<file path="config.mk">
export PLATFORM = sky130hd
export DESIGN_NAME = ipct_ram
export DESIGN_NICKNAME = d
export VERILOG_FILES = /design/src/rtl/ipct_ram.sv
export SDC_FILE = /design/constraint.sdc
export NUM_CORES = 1
export LEC_CHECK = 0
export BUFFER_PORTS_ARGS = -buffer_cell sky130_fd_sc_hd__buf_4
export CAP_MARGIN = 20
export CORE_MARGIN = 1.5
export CORE_UTILIZATION = 45
export DETAILED_ROUTE_END_ITERATION = 8
export RECOVER_POWER = 50
export SLEW_MARGIN = 5
export SYNTH_ARGS = -nofsm -noshare
export SYNTH_HDL_FRONTEND = slang
export SYNTH_SLANG_ARGS = --single-unit
</file>
<file path="constraint.sdc">
create_clock -name aclk -period 2 [get_ports aclk]
set_input_delay 0.5 -clock aclk [delete_from_list [all_inputs] [get_ports aclk]]
set_output_delay 0.5 -clock aclk [all_outputs]
set_load 0.005 [all_outputs]
</file>
<file path="src/rtl/ipct_ram.sv">
// Generic single-write, single-read RAM with a registered read port.
`timescale 1ns / 1ps

module ipct_ram #(
    parameter int WIDTH = 8,
    parameter int DEPTH = 16
) (
    input  logic                                  aclk,
    input  logic                                  wr_en,
    input  logic [(DEPTH > 1 ? $clog2(DEPTH) : 1)-1:0] wr_addr,
    input  logic [WIDTH-1:0]                      wr_data,
    input  logic                                  rd_en,
    input  logic [(DEPTH > 1 ? $clog2(DEPTH) : 1)-1:0] rd_addr,
    output logic [WIDTH-1:0]                      rd_data
);

    logic [WIDTH-1:0] mem_reg [DEPTH];
    logic [WIDTH-1:0] rd_data_reg;

    always_ff @(posedge aclk) begin
        if (wr_en) begin
            mem_reg[wr_addr] <= wr_data;
        end
        if (rd_en) begin
            rd_data_reg <= mem_reg[rd_addr];
        end
    end

    assign rd_data = rd_data_reg;

endmodule

</file>
---- Word-level counts from Yosys, hierarchy flattened ----
Memories as Yosys holds them, arrays and structs flattened. A register that Yosys moved wholly into a read port is not among the register bits.
Index checks and enable logic that the tools add are counted.
W data, S select, Z words.
operators by class
  shifts and indexed selects .............. 0
  div/mod/pow operators ................... 0
  bitwise gates (word level) .............. 0
  $add $sub $neg .......................... 0
  magnitude comparators ................... 0
  reductions and logical operators ........ 0
  $mul .................................... 0
  muxes and demuxes ....................... 2
  equal/unequal tests ..................... 0
operators with widths
  cell     number
  $mux W1  2
word-level totals
  memories kept ........................... 1
  bits in latches ......................... 0
  flip-flop bits (word level) ............. 0
  RAM bits ................................ 128
  bits in read-only memories .............. 0
  output and inout port bits .............. 8
  word-level logic and storage cells ...... 3
memory list
  name     depth  width  rd ports  clocked after memory_dff  wr ports  line  text
  mem_reg  16     8      1         1                         1         17    logic [WIDTH-1:0] mem_reg [DEPTH];

---- Logic depth before layout (Yosys ltp) ----
Gate-level depths: netlist of run 1.
  word-level depth ........................ 2
  gate-level depth with buffers ........... 5
  mapped depth without buffers ............ 3

---- Least setup slack after synthesis of run 1 ----
OpenSTA, ideal clock, no wires.
  kind .................................... in2reg
  from .................................... in wr_addr[2] in the netlist's numbering
  to ...................................... mem mem_reg[0][0] (enable)
  buffers on the path ..................... 0
  arrival time ............................ 1.610 ns
  stages on the path ...................... 2
  required time ........................... 1.617 ns
  slack ................................... 0.007 ns
  cells stage by stage .................... or3b_2 > nor3_1
RTL lines
  item             line  text
  start, declared  10    input logic [(DEPTH > 1 ? $clog2(DEPTH) : 1)-1:0] wr_addr,
  end, declared    17
Straight into the memory's write port.

==> results.md, run 1 <==
- Status: finished, final reports clean
- Power Total: between 6 and 7 mW
- Peak supply drop: 551 uV
- Row count: 39
- Final HPWL DP: approximately 6.5 mm
- Synth Area in Adders: 0%
- Sum Neg Setup Slack: 0 ns
- Ys Warns: 0
- Hold Fails Final Rpt: 0
- Post-Syn Instances: 229
- Post-synth cell types: 18
- Simple-gate area share of the yosys netlist: under 10%
- Area of the multi-input gates: between 0.001 and 0.0015 mm^2
- P_leak: about 2.2 nW
- CP Class: in2reg
- Max FFs per register: 128
- Critical path arrival: between 1.5 and 2 ns
- Psw: about 1.3 mW
- # H-tree levels: 4
- Drt drc: 0
- Seq cells post-synth: about 140
- DR vias/cell: between 5 and 6
- Pre-CTS WS: -0.0675 ns
- Area Overhead vs Synth: 22.2%
- Cts hold-fix bufs: 0
- Layout cells sized above 1: roughly 29%
- I/O pin count: 27
- Mean Syn Cell Area: between 20 and 25 um^2
- Post-layout minimum cycle time: approximately 1.6 ns
- Final Wtd Congestion: about 0.73
- Die Ht: 111 um
- Syn Nets: ~250
- Nets: ~310
- Setup violators final: 0
- Worst setup EP type: register
- Postcts setup bufs: 0
- Vias in the first global route: roughly 2,600
- Routed vias: 2,500
- Clock root cell: clkbuf_16
- Combinational share of power: approximately 4.6%
- Max_cap viols: 0
- Pwr Density: roughly 1100 mW/mm^2
- Int Pwr: roughly 5.7 mW
- Filler cell count: ~840
- CTS tree: done
- Sequential share of power: 46.3%
- Number of DRC markers in iteration 0: ~200
- First-pass GRT wire length: ~15 mm
- Post-Route Skew: about 0.0059 ns
- Post-cts resize count: 0
- Fmax: about 0.6 GHz
- DRT antenna net count: 0
- Die Width: about 110 um
- Core area: roughly 0.011 mm^2
- Worst-Margin Slew: 0.712 ns
- Reg area: around 0.004 mm^2
- Netlist Area Pre-Place: approximately 0.0052 mm^2
- Clock latency at the later pin of the worst-skew pair: 0.41 ns
- Tot GR Track Use: between 10% and 20%
- Total CTS buffers: 17
- Internal reg-to-reg setup slack: about 0.52 ns
- Mux cell area share after synthesis: about 15%
- Max Root-Sink Buffers: 2
- Pre-Repair DR Iteration Count: 4
- WL/cell: 22.0 um
- Remaining Overflow, GRT: 0
- Compound-Gate Fraction of Synth Area: 2.30%
- Clk slew on worst S/H paths: around 0.06 ns
- WHS: 0.599 ns
- Final WL: slightly below 10 mm
- Clock network power share: around half
- Die area: approximately 0.012 mm^2
- Hold WC Path Type: in2reg
- Largest family of logic cells by synthesized area: multiplexers
- Fin crit share: between 80% and 90%
- RSZ-0062 raised after global routing: false
- Switch share: between 10% and 20%
- Final slew viol count: 0
- Post-synthesis sequential area ratio: 78.1%
- # diodes: 0
- Port bufs: 26
- Largest net degree at the start of global routing: 17
- Worst-path fanout max: 10
- Setup crit start kind: input pin
- CTS sink cnt: about 140
- Initial antenna violation count: 0
- Setup ws final: 0.377 ns
- Rel. slew slack: a little over half
- Initial Utilization: a little under half
- Synth Area in XOR/XNOR: 0%
- WP data required: ~2.2 ns
## placed cells by master, fill, tap and decap left out
master and n:
bufinv_16 6, or3b_2 1, mux4_2 18, buf_4 36, and2b_1 1, nor2_1 13, clkbuf_1 11, nand3_1 1
mux4_1 14, nand3b_1 2, clkinv_2 2, clkinv_4 2, edfxtp_1 136, clkinv_1 2, nor3_1 4, nand2b_1 2
a22oi_1 16, clkinvlp_4 2, buf_12 5, and2_1 1, nand2_1 9, nor2b_1 1, clkbuf_16 17
## metal layers
metal	vias to the layer above	GRT usage, %	routed length (um)
li1	1100	-	-
met1	1317	24.2	4120
met5	-	0	0
met2	74	27.5	5060
met3	9	4.16	519
met4	0	7.18	94
## cell families (layout without fill, tap and decap cells)
group,count (synthesis),in the layout
AOI/OAI and AO/OA,16,16
buffers and inverters,10,83
and+or+nand+nor,35,35
muxes,32,32
DFF,136,136
## metrics by stage
stage	instances	util (%)	area, um^2
after floorplan	229	-	5230
after global placement	414	50.8	5770
after detailed placement	414	50.8	5770
after CTS	445	56.5	6430
after global routing	445	56.2	6390
final	445	56.2	6390
## area by class of cell
class	count	share of cell area (%)
Timing Repair Buffer	52	6.44
Multi-Input combinational cell	83	16.6
Clock inverter	14	3.60
Tap cell	143	2.80
Clock buffer	17	6.66
Sequential cell	136	63.9
## path summary, 6_finish.rpt
| path | to | cells after the start | start |
|---|---|---|---|
| max | rd_data[7] | 6 | rd_addr[0] |
| min | mem_reg[14][1] | 1 | wr_data[1] |
| max reg2reg | rd_data[3] | 3 | mem_reg[5][3] |
| min reg2reg | rd_data[2] | 3 | mem_reg[7][2] |
## cells in the mapped netlist
master | count | share of area, %
and2b_1 | 1 | 0.14
nand2_1 | 9 | 0.65
nor2b_1 | 1 | 0.12
buf_4 | 1 | 0.14
nand3b_1 | 2 | 0.29
clkdlybuf4s25_2 | 3 | 0.57
edfxtp_1 | 136 | 78
mux4_1 | 14 | 7.0
a22oi_1 | 16 | 2.3
buf_2 | 3 | 0.29
nand2b_1 | 2 | 0.24
nand3_1 | 1 | 0.096
or3b_2 | 1 | 0.17
mux4_2 | 18 | 7.8
nor2_1 | 13 | 0.93
buf_6 | 3 | 0.65
and2_1 | 1 | 0.12
nor3_1 | 4 | 0.38
## power groups by stage
| stage | logic (mW) | registers, mW | clock network (mW) |
|---|---|---|---|
| after floorplan | 0.162 | 3.28 | 0 |
| after global placement | 0.330 | 3.29 | 0 |
| after detailed placement | 0.333 | 3.29 | 0 |
| after CTS | 0.334 | 3.23 | 3.47 |
| after global routing | 0.346 | 3.24 | 3.61 |
| final | 0.317 | 3.23 | 3.43 |
## worst max-delay path: stages
cell	delay, ns
buf_4	0.11
buf_12	0.14
buf_12	0.13
mux4_2	0.49
a22oi_1	0.30
nand2_1	0.10
(Power assumes the default switching activity.)
==> run 2: changes to the inputs <==
- clock period: 2 -> 1.7 ns (I/O delays scaled with it)
==> results.md, run 2 (same netlist as run 1, synthesis figures left out) <==
- Pre-Repair DR Iteration Count: 4 (unchanged)
- Nets: 314 (+1.6%)
- Setup crit start kind: input pin
- Die area: 0.0123 mm^2 (unchanged)
- I/O pin count: 27 (unchanged)
- Row count: 39 (unchanged)
- Die Ht: 111 um (unchanged)
- Tot GR Track Use: 17.6% (about the same)
- Worst setup EP type: register
- CP Class: in2reg
- Sum Neg Setup Slack: 0 ns (unchanged)
- Total CTS buffers: 17 (unchanged)
- Crit-path slowest cell: mux4_2
- WP data required: 1.85 ns (-0.30 ns)
- WL/cell: 21.5 um (-2.4%)
- Clock latency at the later pin of the worst-skew pair: 0.40 ns (about the same)
- Top delay family on crit path: multiplexers
- Commonest non-fill, non-tap cell in the layout: edfxtp_1
- Max Root-Sink Buffers: 2 (unchanged)
- Clk slew on worst S/H paths: 0.06 ns (about the same)
- Slowest Stage Delay on Critical Path: 0.49 ns (about the same)
- Final core utilization: 55.8% (-0.35 points)
- Post-Route Skew: 0.00570 ns (-0.000174 ns)
- Fin crit share: between 90 and 100%
- DR vias/cell: 5.44 (-3.2%)
- Die Width: 111 um (unchanged)
- First-pass GRT wire length: 15.4 mm (about the same)
- Worst-path fanout max: 14 (+4)
- Pwr Density: 1220 mW/mm^2 (+11%)
- Postcts setup bufs: 0 (unchanged)
- # diodes: 0 (unchanged)
- Number of DRC markers in iteration 0: 157 (-20%)
- Final HPWL DP: 6.46 mm (-1.4%)
- Rel. slew slack: 51.3% (-1.3 points)
- Most frequent cells in the layout: edfxtp_1 (136), buf_4 (41), mux4_2 (18)
- Crit path top cell by count: buf_4
- Final slew viol count: 0 (unchanged)
- Clock root cell: clkbuf_16
- Final Wtd Congestion: 0.727 (-1.1%)
- Critical-path cell list: buf_4, buf_12, buf_4, mux4_2, a22oi_1, nand2_1
- Hold Fails Final Rpt: 0 (unchanged)
- Routed vias: 2,453 (-1.9%)
- Worst-Margin Slew: 0.729 ns (+0.0175 ns)
- Setup violators final: 0 (unchanged)
- DRT antenna net count: 0 (unchanged)
- Initial Utilization: 46.0% (unchanged)
- Final std cells w/o fill: 451 (+1.3%)
- Post-layout minimum cycle time: about 1.5 ns
- Fmax: approximately 0.65 GHz
- Drt drc: 0 (unchanged)
- Max_cap viols: 0 (unchanged)
- Status: finished, final reports clean
- CTS sink cnt: 136 (unchanged)
- Area Overhead vs Synth: 21.4%
- RSZ-0062 raised after global routing: false
- Cts hold-fix bufs: 0 (unchanged)
- Remaining Overflow, GRT: 0 (unchanged)
- CTS tree: done
- Post-cts resize count: 0 (unchanged)
- # H-tree levels: 4 (unchanged)
- CP bufs+invs: 3 (unchanged)
- Port bufs: 26 (unchanged)
- Peak supply drop: 618 uV (+12%)
- Initial antenna violation count: 0 (unchanged)
- P_leak: 2.16 nW (-0.21%)
- Placed instance count: 419 (+1.2%)
- Layout cells sized above 1: 31.2% (+1.7 points)
- Max FFs per register: 128 (unchanged)
- Largest net degree at the start of global routing: 23 (+6)
- Critical path arrival: 1.69 ns (-0.08 ns)
- Core area: 0.0114 mm^2 (unchanged)
- Final WL: 9.68 mm (-1.1%)
- Vias in the first global route: 2,597 (+1.1%)
- Hold WC Path Type: in2reg
[run 2: power breakdown]
| part | total, mW | switching, mW | internal [mW] |
|---|---|---|---|
| sequential | 3.80 | 0.0200 | 3.78 |
| clock | 3.55 | 1.27 | 2.28 |
| combinational | 0.372 | 0.196 | 0.176 |
[run 2: path summary, 6_finish.rpt]
check                                    from       endpoint  slack (ns)  cells past startpoint
worst max register to register  mem_reg[1][5]     rd_data[5]        0.19                      3
worst max-delay path               rd_addr[0]     rd_data[4]        0.16                      6
worst min-delay path               wr_addr[1]  mem_reg[0][7]        0.51                      3
worst min register to register  mem_reg[4][7]     rd_data[7]        0.75                      3
[run 2: stage by stage]
| step | total power, mW | area (um^2) | setup WS (ns) | hold slack (ns) |
|---|---|---|---|---|
| global placement | 4.25 | 5800 | -0.321 | 0.727 |
| detailed placement | 4.26 | 5800 | -0.326 | 0.734 |
| floorplan | 4.06 | 5240 | -0.000964 | 0.524 |
| finish | 7.72 | 6350 | 0.158 | 0.506 |
| CTS | 7.81 | 6390 | 0.103 | 0.309 |
| global route | 8.00 | 6350 | 0.0919 | 0.510 |
[run 2: layout make-up]
type / instances / area [um^2]
Sequential cell: 136 / 4080
Timing Repair Buffer: 57 / 437
Multi-Input combinational cell: 83 / 1060
Clock buffer: 17 / 425
Tap cell: 143 / 179
Clock inverter: 15 / 160
Fill cell: 845 / 5020
[run 2: worst reg2reg max path, stage by stage (launching register included)]
cell	delay, ns
edfxtp_1	0.36
mux4_1	0.53
a22oi_1	0.27
nand2_1	0.10
[run 2: metal layers]
layer	share of wire [%]	GRT usage (%)	vias up
met5	0	0	-
met4	0.86	6.67	0
met3	4.6	4.54	4
met2	50	27.0	59
met1	45	24.6	1277
li1	-	-	1113
